`src/kptcd_pkg.sv`:
```
// ----------------------------------------------------------------------------
// Key press timing package
// Shared sizes, register codes, types and the saturating increment used by
// the key timing and two-key sequence detector.
// ----------------------------------------------------------------------------
package kptcd_pkg;

    // Number of keys that are tracked, and the width of the key sample.
    localparam int NUM_KEYS   = 16;
    localparam int KEY_W      = 16;
    // Key numbers are 4 bits; compare them to key positions at this width.
    localparam int KID_W      = 4;
    localparam int KEY_EXT_W  = 7;

    // Counters.
    localparam int                CNT_W    = 16;
    localparam logic [CNT_W-1:0]  CNT_MAX  = '1;
    localparam logic [CNT_W-1:0]  CNT_INIT = CNT_W'(10000);

    // Configuration port.
    localparam int CFG_IDX_W  = 3;
    localparam int CFG_DATA_W = 16;

    typedef enum logic [CFG_IDX_W-1:0] {
        REG_ACCEPT_UPDATES = 3'd0,
        REG_FIRST_KEY      = 3'd1,
        REG_SECOND_KEY     = 3'd2,
        REG_MIN_GAP        = 3'd3,
        REG_MAX_GAP        = 3'd4,
        REG_EITHER_ORDER   = 3'd5,
        REG_WATCH_KEY      = 3'd6
    } t_cfg_reg;

    // Current configuration as seen by the datapath.
    typedef struct packed {
        logic              accept_updates;
        logic [KID_W-1:0]  first_key;
        logic [KID_W-1:0]  second_key;
        logic [CNT_W-1:0]  min_gap;
        logic [CNT_W-1:0]  max_gap;
        logic              either_order;
        logic [KID_W-1:0]  watch_key;
    } t_cfg;

    // Reported counters of one key.
    typedef struct packed {
        logic [CNT_W-1:0]  hold;
        logic [CNT_W-1:0]  idle_before_press;
        logic [CNT_W-1:0]  last_hold;
    } t_key_stat;

    // Increment that stops at the counter's top value.
    function automatic logic [CNT_W-1:0] sat_inc(input logic [CNT_W-1:0] v);
        return (v == CNT_MAX) ? v : v + CNT_W'(1);
    endfunction

endpackage

```
`src/kptcd_cfg.sv`:
```
// ----------------------------------------------------------------------------
// Configuration registers
// Holds the detector's settings, written through a plain indexed write port.
// ----------------------------------------------------------------------------
module kptcd_cfg (
    input  logic                            i_clk,
    input  logic                            i_rst_n,
    input  logic                            i_cfg_we,
    input  logic [kptcd_pkg::CFG_IDX_W-1:0]  i_cfg_idx,
    input  logic [kptcd_pkg::CFG_DATA_W-1:0] i_cfg_data,
    output kptcd_pkg::t_cfg                 o_cfg
);
    import kptcd_pkg::*;

    t_cfg r_cfg;

    // Register writes; unused indexes are ignored.
    always_ff @(posedge i_clk) begin
        if (!i_rst_n) begin
            r_cfg.accept_updates <= 1'b1;
            r_cfg.first_key      <= KID_W'(0);
            r_cfg.second_key     <= KID_W'(1);
            r_cfg.min_gap        <= CNT_W'(0);
            r_cfg.max_gap        <= CNT_W'(10);
            r_cfg.either_order   <= 1'b0;
            r_cfg.watch_key      <= KID_W'(0);
        end else if (i_cfg_we) begin
            case (t_cfg_reg'(i_cfg_idx))
                REG_ACCEPT_UPDATES: r_cfg.accept_updates <= i_cfg_data[0];
                REG_FIRST_KEY:      r_cfg.first_key      <= i_cfg_data[KID_W-1:0];
                REG_SECOND_KEY:     r_cfg.second_key     <= i_cfg_data[KID_W-1:0];
                REG_MIN_GAP:        r_cfg.min_gap        <= i_cfg_data[CNT_W-1:0];
                REG_MAX_GAP:        r_cfg.max_gap        <= i_cfg_data[CNT_W-1:0];
                REG_EITHER_ORDER:   r_cfg.either_order   <= i_cfg_data[0];
                REG_WATCH_KEY:      r_cfg.watch_key      <= i_cfg_data[KID_W-1:0];
                default: begin
                end
            endcase
        end
    end

    assign o_cfg = r_cfg;

endmodule

```
`src/kptcd_key_cell.sv`:
```
// ----------------------------------------------------------------------------
// Per-key timing cell
// Counts hold and release ticks of one key and latches the previous release
// length on a press and the previous hold length on a release.
// ----------------------------------------------------------------------------
module kptcd_key_cell (
    input  logic                  i_clk,
    input  logic                  i_rst_n,
    input  logic                  i_upd,
    input  logic                  i_key,
    output logic                  o_pressed,
    output kptcd_pkg::t_key_stat  o_next
);
    import kptcd_pkg::*;

    logic [CNT_W-1:0] r_hold, n_hold;
    logic [CNT_W-1:0] r_rel, n_rel;
    logic [CNT_W-1:0] r_idle, n_idle;
    logic [CNT_W-1:0] r_last_hold, n_last_hold;
    logic             pressed;

    // Next counter values; with no update the state is kept.
    always_comb begin
        n_hold      = r_hold;
        n_rel       = r_rel;
        n_idle      = r_idle;
        n_last_hold = r_last_hold;
        pressed     = 1'b0;
        if (i_upd) begin
            if (i_key) begin
                n_hold = sat_inc(r_hold);
                n_rel  = CNT_W'(0);
                // A press starts when the hold count leaves zero.
                if (r_hold == CNT_W'(0)) begin
                    n_idle  = r_rel;
                    pressed = 1'b1;
                end
            end else begin
                n_rel  = sat_inc(r_rel);
                n_hold = CNT_W'(0);
                // A release starts when the release count leaves zero.
                if (r_rel == CNT_W'(0)) begin
                    n_last_hold = r_hold;
                end
            end
        end
    end

    always_ff @(posedge i_clk) begin
        if (!i_rst_n) begin
            r_hold      <= CNT_W'(0);
            r_rel       <= CNT_INIT;
            r_idle      <= CNT_INIT;
            r_last_hold <= CNT_INIT;
        end else begin
            r_hold      <= n_hold;
            r_rel       <= n_rel;
            r_idle      <= n_idle;
            r_last_hold <= n_last_hold;
        end
    end

    assign o_pressed                = pressed;
    assign o_next.hold              = n_hold;
    assign o_next.idle_before_press = n_idle;
    assign o_next.last_hold         = n_last_hold;

    // A key is either held or released, so one of the two counts is zero.
    a_hold_or_release: assert property (@(posedge i_clk) disable iff (!i_rst_n)
        (r_hold == CNT_W'(0)) || (r_rel == CNT_W'(0)))
        else $error("hold and release counters both running");

    // A press is reported only for a held key whose hold count restarts at one.
    a_press_start: assert property (@(posedge i_clk) disable iff (!i_rst_n)
        o_pressed |-> (i_key && n_hold == CNT_W'(1)))
        else $error("press reported without a hold start");

endmodule

```
`src/kptcd_seq.sv`:
```
// ----------------------------------------------------------------------------
// Press gap and sequence checker
// Counts ticks since the last tick with new presses, keeps the latest and
// earlier press sets and flags the configured two-key sequence.
// ----------------------------------------------------------------------------
module kptcd_seq (
    input  logic                            i_clk,
    input  logic                            i_rst_n,
    input  logic                            i_upd,
    input  logic [kptcd_pkg::NUM_KEYS-1:0]  i_pressed,
    input  kptcd_pkg::t_cfg                 i_cfg,
    output logic                            o_hit,
    output logic [kptcd_pkg::CNT_W-1:0]     o_gap
);
    import kptcd_pkg::*;

    logic [CNT_W-1:0]    r_ticks, n_ticks;
    logic [CNT_W-1:0]    r_gap, n_gap;
    logic [NUM_KEYS-1:0] r_latest, n_latest;
    logic [NUM_KEYS-1:0] r_earlier, n_earlier;
    logic [CNT_W-1:0]    ticks_inc;
    logic                any_press;
    logic                early_first, early_second, late_first, late_second;
    logic                in_window, hit;

    assign ticks_inc = sat_inc(r_ticks);
    assign any_press = i_upd && (i_pressed != '0);

    // Gap counter and press set history.
    always_comb begin
        n_ticks   = r_ticks;
        n_gap     = r_gap;
        n_latest  = r_latest;
        n_earlier = r_earlier;
        if (i_upd) begin
            n_ticks = ticks_inc;
        end
        if (any_press) begin
            n_gap     = ticks_inc;
            n_ticks   = CNT_W'(0);
            n_earlier = r_latest;
            n_latest  = i_pressed;
        end
    end

    // Membership of the configured keys in the two sets; keys past the
    // tracked range never match.
    always_comb begin
        early_first  = 1'b0;
        early_second = 1'b0;
        late_first   = 1'b0;
        late_second  = 1'b0;
        for (int k = 0; k < NUM_KEYS; k++) begin
            if (KEY_EXT_W'(i_cfg.first_key) == KEY_EXT_W'(k)) begin
                early_first = n_earlier[k];
                late_first  = n_latest[k];
            end
            if (KEY_EXT_W'(i_cfg.second_key) == KEY_EXT_W'(k)) begin
                early_second = n_earlier[k];
                late_second  = n_latest[k];
            end
        end
    end

    // Hit needs a new press, distinct keys and a gap inside the window.
    assign in_window = (n_gap >= i_cfg.min_gap) && (n_gap <= i_cfg.max_gap);
    assign hit = any_press && (i_cfg.first_key != i_cfg.second_key) && in_window &&
                 ((early_first && late_second) ||
                  (i_cfg.either_order && early_second && late_first));

    always_ff @(posedge i_clk) begin
        if (!i_rst_n) begin
            r_ticks   <= CNT_W'(0);
            r_gap     <= CNT_W'(0);
            r_latest  <= '0;
            r_earlier <= '0;
        end else begin
            r_ticks   <= n_ticks;
            r_gap     <= n_gap;
            r_latest  <= n_latest;
            r_earlier <= n_earlier;
        end
    end

    assign o_hit = hit;
    assign o_gap = n_gap;

    // A tick with new presses restarts the gap counter.
    a_gap_restart: assert property (@(posedge i_clk) disable iff (!i_rst_n)
        any_press |=> (r_ticks == CNT_W'(0)))
        else $error("gap counter not restarted after a press");

    // A stored gap is never zero once a press has been seen.
    a_gap_nonzero: assert property (@(posedge i_clk) disable iff (!i_rst_n)
        any_press |=> (r_gap != CNT_W'(0)))
        else $error("zero press gap stored");

endmodule

```
`src/key_press_timing_and_combo_detect.sv`:
```
// Path: an accepted request is held in the input register and moves on to
// the result register once that register is empty or its report is taken.
// Throughput: one request per cycle while reports are taken without stalls;
// all per-key counters update in parallel.
// Reset: synchronous, active low; counters, press history, configuration and
// the valid flags return to their initial values.
// ----------------------------------------------------------------------------
// Key press timing and two-key sequence detector
// Tracks per-key hold and release times, the gap between press ticks, and
// reports a watched key's counters and a configured two-key sequence hit.
// ----------------------------------------------------------------------------
module key_press_timing_and_combo_detect (
    input  logic                            i_clk,
    input  logic                            i_rst_n,
    // Configuration write port.
    input  logic                            i_cfg_we,
    input  logic [kptcd_pkg::CFG_IDX_W-1:0]  i_cfg_idx,
    input  logic [kptcd_pkg::CFG_DATA_W-1:0] i_cfg_data,
    // Input channel.
    input  logic                            i_in_valid,
    output logic                            o_in_ready,
    input  logic [kptcd_pkg::KEY_W-1:0]      i_key_states,
    // Result channel.
    output logic                            o_out_valid,
    input  logic                            i_out_ready,
    output logic [kptcd_pkg::KEY_W-1:0]      o_new_presses,
    output logic                            o_sequence_hit,
    output logic [kptcd_pkg::CNT_W-1:0]      o_press_gap,
    output logic [kptcd_pkg::CNT_W-1:0]      o_watch_hold_ticks,
    output logic [kptcd_pkg::CNT_W-1:0]      o_watch_idle_before_press,
    output logic [kptcd_pkg::CNT_W-1:0]      o_watch_last_hold
);
    import kptcd_pkg::*;

    t_cfg                cfg;
    logic                r_in_valid;
    logic [KEY_W-1:0]    r_in_keys;
    logic                r_out_valid;
    logic [KEY_W-1:0]    r_new_presses;
    logic                r_hit;
    logic [CNT_W-1:0]    r_gap;
    t_key_stat           r_watch;

    logic                out_free, step, upd;
    logic [NUM_KEYS-1:0] pressed;
    t_key_stat           stat [NUM_KEYS];
    t_key_stat           n_watch;
    logic [KEY_W-1:0]    n_new_presses;
    logic                hit;
    logic [CNT_W-1:0]    gap;

    kptcd_cfg u_cfg (
        .i_clk      (i_clk),
        .i_rst_n    (i_rst_n),
        .i_cfg_we   (i_cfg_we),
        .i_cfg_idx  (i_cfg_idx),
        .i_cfg_data (i_cfg_data),
        .o_cfg      (cfg)
    );

    // Handshake: the result register frees when empty or taken.
    assign out_free   = !r_out_valid || i_out_ready;
    assign step       = r_in_valid && out_free;
    assign upd        = step && cfg.accept_updates;
    assign o_in_ready = !r_in_valid || out_free;

    // Input register.
    always_ff @(posedge i_clk) begin
        if (!i_rst_n) begin
            r_in_valid <= 1'b0;
        end else if (o_in_ready) begin
            r_in_valid <= i_in_valid;
        end
    end

    always_ff @(posedge i_clk) begin
        if (i_in_valid && o_in_ready) begin
            r_in_keys <= i_key_states;
        end
    end

    // One timing cell per tracked key; keys past the sample width stay idle.
    for (genvar k = 0; k < NUM_KEYS; k++) begin : g_key
        logic key_bit;
        if (k < KEY_W) begin : g_in
            assign key_bit = r_in_keys[k];
        end else begin : g_out
            assign key_bit = 1'b0;
        end
        kptcd_key_cell u_cell (
            .i_clk     (i_clk),
            .i_rst_n   (i_rst_n),
            .i_upd     (upd),
            .i_key     (key_bit),
            .o_pressed (pressed[k]),
            .o_next    (stat[k])
        );
    end

    kptcd_seq u_seq (
        .i_clk     (i_clk),
        .i_rst_n   (i_rst_n),
        .i_upd     (upd),
        .i_pressed (pressed),
        .i_cfg     (cfg),
        .o_hit     (hit),
        .o_gap     (gap)
    );

    // Watched key select; a key past the tracked range reports zero.
    always_comb begin
        n_watch = '0;
        for (int k = 0; k < NUM_KEYS; k++) begin
            if (KEY_EXT_W'(cfg.watch_key) == KEY_EXT_W'(k)) begin
                n_watch = stat[k];
            end
        end
    end

    // Press bits mapped onto the sample width.
    always_comb begin
        n_new_presses = '0;
        for (int k = 0; k < NUM_KEYS; k++) begin
            if (k < KEY_W) begin
                n_new_presses[k] = pressed[k];
            end
        end
    end

    // Result register.
    always_ff @(posedge i_clk) begin
        if (!i_rst_n) begin
            r_out_valid <= 1'b0;
        end else if (out_free) begin
            r_out_valid <= r_in_valid;
        end
    end

    always_ff @(posedge i_clk) begin
        if (step) begin
            r_new_presses <= n_new_presses;
            r_hit         <= hit;
            r_gap         <= gap;
            r_watch       <= n_watch;
        end
    end

    assign o_out_valid               = r_out_valid;
    assign o_new_presses             = r_new_presses;
    assign o_sequence_hit            = r_hit;
    assign o_press_gap               = r_gap;
    assign o_watch_hold_ticks        = r_watch.hold;
    assign o_watch_idle_before_press = r_watch.idle_before_press;
    assign o_watch_last_hold         = r_watch.last_hold;

    // A sequence hit only comes with new presses.
    a_hit_needs_press: assert property (@(posedge i_clk) disable iff (!i_rst_n)
        (o_out_valid && o_sequence_hit) |-> (o_new_presses != '0))
        else $error("sequence hit without a new press");

    // A press tick always reports a nonzero gap.
    a_press_gap: assert property (@(posedge i_clk) disable iff (!i_rst_n)
        (o_out_valid && o_new_presses != '0) |-> (o_press_gap != CNT_W'(0)))
        else $error("press tick with zero gap");

    // Updates refused means nothing is reported as pressed.
    a_refused: assert property (@(posedge i_clk) disable iff (!i_rst_n)
        (step && !cfg.accept_updates) |=> (o_new_presses == '0 && !o_sequence_hit))
        else $error("press reported while updates refused");

endmodule

```
`config.mk`:
```
export PLATFORM = sky130hd
export DESIGN_NAME = key_press_timing_and_combo_detect
export DESIGN_NICKNAME = d
export VERILOG_FILES = /design/src/kptcd_pkg.sv /design/src/kptcd_cfg.sv /design/src/kptcd_key_cell.sv /design/src/kptcd_seq.sv /design/src/key_press_timing_and_combo_detect.sv
export SDC_FILE = /design/constraint.sdc
export NUM_CORES = 2
export LEC_CHECK = 0
export BUFFER_PORTS_ARGS = -buffer_cell sky130_fd_sc_hd__clkbuf_2
export CELL_PAD_IN_SITES_DETAIL_PLACEMENT = 0
export CELL_PAD_IN_SITES_GLOBAL_PLACEMENT = 2
export CORE_MARGIN = 5
export CORE_UTILIZATION = 40
export CTS_CLUSTER_SIZE = 10
export DETAILED_ROUTE_END_ITERATION = 10
export PLACE_DENSITY_LB_ADDON = 0.1
export SLEW_MARGIN = 10
export SYNTH_ARGS = -nofsm -noshare
export SYNTH_HDL_FRONTEND = slang
export SYNTH_HIERARCHICAL = 1
export SYNTH_SLANG_ARGS = --single-unit
export TNS_END_PERCENT = 100
```
`constraint.sdc`:
```
create_clock -name i_clk -period 13.7 [get_ports i_clk]
set_input_delay 2.74 -clock i_clk [delete_from_list [all_inputs] [get_ports i_clk]]
set_output_delay 2.74 -clock i_clk [all_outputs]
set_load 0.02 [all_outputs]
```
Yosys cells after proc, flatten, opt, wreduce, memory -nomap -nowiden
Cells that the tools add are included.
{ "totals": {"reg_bits": 1233, "inputBits": 40, "out_inout_bits": 83, "word_cells": 606} }
{ "op_classes": {"add_sub_neg": 33, "order_cmp": 2, "eq_ne": 101, "mux": 308, "n_bitwise": 1, "reduce_logical": 77} }
{ "ops": {"columns": ["operator", "n"], "rows": [
  ["16-bit 2-to-1 mux", 180],
  ["48-bit 2-to-1 mux", 16],
  ["16-bit by 1-bit adder with 16-bit output (second input constant)", 33],
  ["16-bit equality test (second input constant)", 33],
  ["16-bit logical NOT", 32],
  ["1-bit 2-to-1 mux", 112],
  ["4-bit equality test (second input constant)", 24],
  ["4-bit by 3-bit equality test with 1-bit output (second input constant)", 12],
  ["2-bit AND reduction", 23],
  ["2-bit inequality test (second input constant)", 16],
  ["4-bit by 2-bit equality test with 1-bit output (second input constant)", 6],
  ["16-bit greater-or-equal comparator", 1],
  ["16-bit less-or-equal comparator", 1],
  ["16-bit nonzero test", 1],
  ["4-bit by 1-bit equality test with 1-bit output (second input constant)", 3],
  ["4-bit logical NOT", 3],
  ["1-bit logical AND", 11],
  ["3-bit equality test (second input constant)", 3],
  ["3-bit by 2-bit equality test with 1-bit output (second input constant)", 2],
  ["4-bit inequality test", 1],
  ["3-bit by 1-bit equality test with 1-bit output (second input constant)", 1],
  ["3-bit logical NOT", 1],
  ["1-bit logical OR", 3],
  ["1-bit logical NOT", 2],
  ["other kinds (2)", 2]
]} }

Depth between registers and ports, before layout
{ "logic_depth": {"ltp_word": 28, "ltp_mapped": 24, "ltp_nobuf": 20} }

By module
Netlist, hierarchy kept.
{ "by_module_without_submodules": {"columns": ["mod", "n_inst", "cells_each", "area_each_um2", "seq_area_each_um2"], "rows": [
  ["kptcd_key_cell (g_key[2].u_cell ...)", 8, 441, 3468.3, 1281.2],
  ["kptcd_key_cell (g_key[0].u_cell ...)", 8, 341, 3159.3, 1281.2],
  ["key_press_timing_and_combo_detect", 1, 1264, 10943.0, 2952.8],
  ["kptcd_seq", 1, 567, 4649.5, 1281.2],
  ["kptcd_cfg", 1, 177, 1785.5, 920.9]
]} }

Worst setup path before layout
Ideal clock, no wire load.
{ "synth_path": {"kind": "input-to-reg", "from": "input port i_out_ready", "to": "register r_hit, in the netlist o_sequence_hit, data pin", "setup_ns": 0.190, "arrival_ns": 11.343, "setup_slack_ns": 2.167, "cell_stages": 24, "n_path_buf": 5, "path_cell_list": "nor2b_1 -> nor2b_1 -> and2_1 -> clkbuf_1 -> and2_1 -> nand2_1 -> nor3_1 -> or4_4 -> o41ai_4 -> buf_6 -> buf_4 -> clkbuf_1 -> buf_1 -> nand2_1 -> o21ai_1 -> ha_1 -> nor2b_1 -> o21a_1 -> o21a_1 -> o211ai_1 -> a21oi_1 -> o21ai_0 -> a31oi_1 -> a2111oi_2"} }
{ "synth_between": {"word_cells_on_any_way": 98, "classes_between": "2 x order compare; 83 x mux; 13 x reduce/logical"} }
{ "synth_rtl": {"columns": ["element", "line_no", "source"], "rows": [
  ["start, declared", "key_press_timing_and_combo_detect.sv:25", "input logic i_out_ready,"],
  ["1-bit logical OR *", "key_press_timing_and_combo_detect.sv:62", "assign out_free = !r_out_valid || i_out_ready;"],
  ["1-bit logical AND *", "key_press_timing_and_combo_detect.sv:63", "assign step = r_in_valid && out_free;"],
  ["named net step", "key_press_timing_and_combo_detect.sv:44", "logic out_free, step, upd;"],
  ["1-bit logical AND *", "key_press_timing_and_combo_detect.sv:64", "assign upd = step && cfg.accept_updates;"],
  ["named net upd", "key_press_timing_and_combo_detect.sv:44", null],
  ["1-bit 2-to-1 mux *", "kptcd_key_cell.sv:29", "if (i_upd) begin"],
  ["named net n_new_presses[1]", "key_press_timing_and_combo_detect.sv:48", "logic [KEY_W-1:0] n_new_presses;"],
  ["16-bit nonzero test *", "kptcd_seq.sv:27", "assign any_press = i_upd && (i_pressed != '0);"],
  ["1-bit logical AND *", "kptcd_seq.sv:27", null],
  ["16-bit 2-to-1 mux *", "kptcd_seq.sv:38", "if (any_press) begin"],
  ["named net gap[1]", "key_press_timing_and_combo_detect.sv:50", "logic [CNT_W-1:0] gap;"],
  ["16-bit greater-or-equal comparator / 16-bit less-or-equal comparator (equally long branches)", "kptcd_seq.sv:66", "assign in_window = (n_gap >= i_cfg.min_gap) && (n_gap <= i_cfg.max_gap);"],
  ["1-bit logical AND *", "kptcd_seq.sv:66", null],
  ["1-bit logical AND * (2 in a row)", "kptcd_seq.sv:67", "assign hit = any_press && (i_cfg.first_key != i_cfg.second_key) && in_window &&"],
  ["named net hit", "key_press_timing_and_combo_detect.sv:49", "logic hit;"],
  ["end signal, assigned", "key_press_timing_and_combo_detect.sv:142", "r_hit <= hit;"],
  ["end, declared", "key_press_timing_and_combo_detect.sv:40", "logic r_hit;"]
]} }
The timed path passes the listed nets; every way through them passes the cells marked *.
A chain may end at the register's enable or synchronous reset.

Worst setup path after layout
Ends and elaborated chain as after synthesis.

==> run summary <==
The post-synthesis cell type with the largest combined area is sky130_fd_sc_hd__dfxtp_1. The commonest cells after synthesis are sky130_fd_sc_hd__dfxtp_1 (1136), sky130_fd_sc_hd__nand2_1 (779), sky130_fd_sc_hd__nor2_1 (690), sky130_fd_sc_hd__nand3_1 (517), sky130_fd_sc_hd__a21oi_1 (498). The initial standard-cell utilization of the core came out at 40.1%. The run gives 0 as the final number of hold-violating endpoints. Largest incremental delay on the critical path: 0.85 ns. For the number of resized instances in the post-cts repair step, the log shows 0. Yosys attributes the largest share of cell area to sky130_fd_sc_hd__dfxtp_1 (32%), sky130_fd_sc_hd__mux2i_1 (4.6%), sky130_fd_sc_hd__nand2_1 (4.2%), sky130_fd_sc_hd__edfxtp_1 (4.1%), sky130_fd_sc_hd__nor2_1 (3.7%). The final layout contains routed wiring with a total length of 285 mm.

Dividing the detail-routed wire length by the instance count gives 27.1 um. The finished layout holds 10500 standard cells, fillers aside. Data on the critical path is required at its endpoint by 14.26 ns.

The post-synthesis average cell area was 8.52 um2. For this run, the leading register cell type out of synthesis is sky130_fd_sc_hd__dfxtp_1. The number of enable-type register cells in the synthesized netlist was 97; the final total negative setup slack was 0 ns. The transition at the pin with the smallest max-transition slack is 1.23 ns. The post-detailed-placement half-perimeter wirelength came out at 211 mm. The via count of the first global-routing pass came out at 59500.

The area growth from synthesis to layout was 8.71%. The number of placed instances, taps included, is 10300. Synthesis handed over a netlist of 8264 instances.

The logs give 0 for the detailed-route DRC error count and 117 MHz for the timing-limited maximum frequency. The cell area after technology mapping came out at 0.0704 mm2. Clock tree synthesis selected as its root buffer the cell sky130_fd_sc_hd__clkbuf_16. Across the run, the number of max-cap violations was 0.

The startpoint type of the worst setup path is an input port. Clock transition at the registers of the reported paths: 0.06 ns. The number of hold buffers added after cts is 0.

For this run, the number of Yosys warnings is 6. The floorplan has 154 rows. After synthesis, the largest area contributor takes up 32.3% of total cell area. The tools report the count of nets after finishing as 8227.

The congestion estimate from routability-driven global placement came to 0.961. Dividing total power by cell area gives a power density of 108 mW/mm2. The count of buffers added on input and output ports is 122.

Flip-flop and latch count after synthesis: 1233. The post-synthesis cell type count was 114. Horizontal die dimension: 430 um.

The largest fanout on the critical path was 57. The die covers 0.184 mm2. Entering global routing, the biggest net connects 130 pins. TritonCTS built the clock tree.

The count of nets left with antenna violations once routing finished came out at 0. The logs give 8401 for the post-synth net total and 0.120 mV for the highest ir drop seen on vdd. For the worst setup path, the data arrival time is 9.14 ns. By startpoint and endpoint, the worst setup path is classified as in -> reg. Summed over all cells, the static leakage comes to 27.9 nW. The core region is 0.176 mm2. The run gives 123 as the I/O pin total. In this run, the number of DRC markers left after iteration 0 of detailed routing was 5958. Subtracting the final worst setup slack from the clock period gives 8.58 ns. After layout, the worst path uses 62.6% of the clock period. The cell with the most instances after synthesis was sky130_fd_sc_hd__dfxtp_1.

Post-route clock skew: 0.0422 ns. The H-tree was split into 4 levels. The tools report the endpoint type of the worst setup path as a flip-flop. The worst hold path belongs to the class reg -> reg. On the critical path, the stage with the largest delay is an instance of sky130_fd_sc_hd__nor2_1. Summing the sequential cell areas from Yosys gives 36.4% of the chip area. Buffers added to address setup during post-CTS repair amount to 0.

Clock latency on the worst-skew pair, taken at its later pin, is 0.84 ns. The share of layout cells above drive strength 1 was 13.6%; the vertical extent of the die was 430 um. Using the TritonRoute via totals, the vias-per-cell ratio works out to 6.04. Global-route wire length before repair: 415 mm. The flow ran to the end, and the final reports show no timing, DRC or antenna violations. The logs give 0 for the count of final max-slew check failures and 0 for the total congestion overflow. Relative slew slack: 17.8%. Setup repair after global routing left no endpoint under its margin. Setup violations remaining at the end of the flow were counted as 0. The tools report the total routing usage reported by global routing as 29.6%.

The via count was 63700; the share of synthesized flip-flops with an asynchronous set or reset was 0%. The initial antenna violation count is 8. Traced cell by cell, the critical path runs through clkbuf_2, nor2b_1, nor2b_4, buf_4, and2_4, buf_12, nand4bb_1, nand4b_1, nor2_1, or4_1, o41ai_4, buf_4, o21ai_1, inv_1, ha_1, nand2b_1, a21o_1, a21o_1, a211oi_1, o21ai_0, a211oi_1, o31a_1, a2111oi_2. Buffers inserted during clock tree synthesis total 154. Maximum root-to-sink buffer count: 3.

The detailed-router iteration count before antenna repair is 8. The run gives 1233 as the sink count of the clock tree.
-- final timing paths --
path / from / endpoint / slack, ns / depth (start not counted)
max: i_out_ready / o_sequence_hit / 5.12 / 23
min: u_cfg/o_cfg[24] / u_cfg/o_cfg[24] / 0.46 / 2
max reg2reg: o_out_valid / o_sequence_hit / 6.73 / 22
min reg2reg: u_cfg/o_cfg[24] / u_cfg/o_cfg[24] / 0.46 / 2
-- kinds of logic after synthesis --
group | after synthesis | share of synthesized area [%]
and+or+nand+nor | 3458 | 26.5
AOI/OAI and AO/OA | 1867 | 17.2
DFF | 1233 | 36.4
adders and majority gates | 97 | 1.72
buffers and inverters | 800 | 5.77
muxes | 635 | 10.2
xor gates and xnor gates | 174 | 2.16
-- through the flow --
step / hold WS [ns] / instance area [um2] / worst slack, ns / util, % / power (mW)
4_1_cts: 0.458 / 76500 / 5.06 / 43.6 / 8.36
3_5_place_dp: 0.448 / 71800 / 4.16 / 40.9 / 4.39
3_3_place_gp: 0.445 / 71800 / 4.21 / 40.9 / 4.38
5_1_grt: 0.478 / 76500 / 4.72 / 43.6 / 8.54
2_1_floorplan: 0.433 / 70400 / 2.17 / - / 4.16
6_report: 0.458 / 76500 / 5.12 / 43.6 / 8.26
-- critical path, delay by kind of cell --
kind / cells / cell delay (ns)
AO/OA/AOI/OAI: 9 / 1.54
adder cells (fa/ha/maj): 1 / 0.26
buffers and inverters: 5 / 1.41
AND/OR/NAND/NOR: 8 / 3.00
-- state kept, by name, summed over array words and instances, names as in the netlist, 46 cells and up --
| signal | cells |
|---|---|
| g_key.u_cell/r_hold | 256 |
| g_key.u_cell/r_rel | 256 |
| g_key.u_cell/r_last_hold | 256 |
| u_cfg/o_cfg | 46 |
| g_key.u_cell/r_idle | 256 |
-- layout by cell type, fill, tap and decap left out, types with 160 or more instances in the layout --
cell                           n
sky130_fd_sc_hd__dfxtp_1    1132
sky130_fd_sc_hd__mux2i_1     324
sky130_fd_sc_hd__o21ai_0     463
sky130_fd_sc_hd__inv_1       208
sky130_fd_sc_hd__nor3_1      182
sky130_fd_sc_hd__and2_1      228
sky130_fd_sc_hd__nand3_1     517
sky130_fd_sc_hd__clkbuf_16   160
sky130_fd_sc_hd__nor2_1      690
sky130_fd_sc_hd__mux2_2      215
sky130_fd_sc_hd__a21oi_1     498
sky130_fd_sc_hd__nand2_1     779
-- where the power goes --
group          total (mW)  switching, mW  internal, mW
Combinational       0.565          0.409         0.156
Clock                3.95           1.65          2.30
Sequential           3.75         0.0651          3.68
-- area by class of cell --
type	count	area (um2)
clock inverters	20	213
flip-flops and latches	1233	25700
inverters	225	845
fillers	17700	99000
multi-input cells	6231	40700
clock buffers	240	4530
well taps	2340	2930
repair buffers	245	1590
diodes	5	12.5
-- per-layer routing --
| layer | global-route usage, % | wire [um] | share of wire, % | up-vias |
|---|---|---|---|---|
| li1 | - | - | - | 29800 |
| met1 | 40.5 | 127000 | 45 | 31400 |
| met2 | 46.4 | 128000 | 45 | 2048 |
| met3 | 5.14 | 17300 | 6.1 | 400 |
| met4 | 11.8 | 12500 | 4.4 | 0 |
| met5 | 0 | 0 | 0 | - |
No activity file was read; power rests on OpenSTA's default activity.
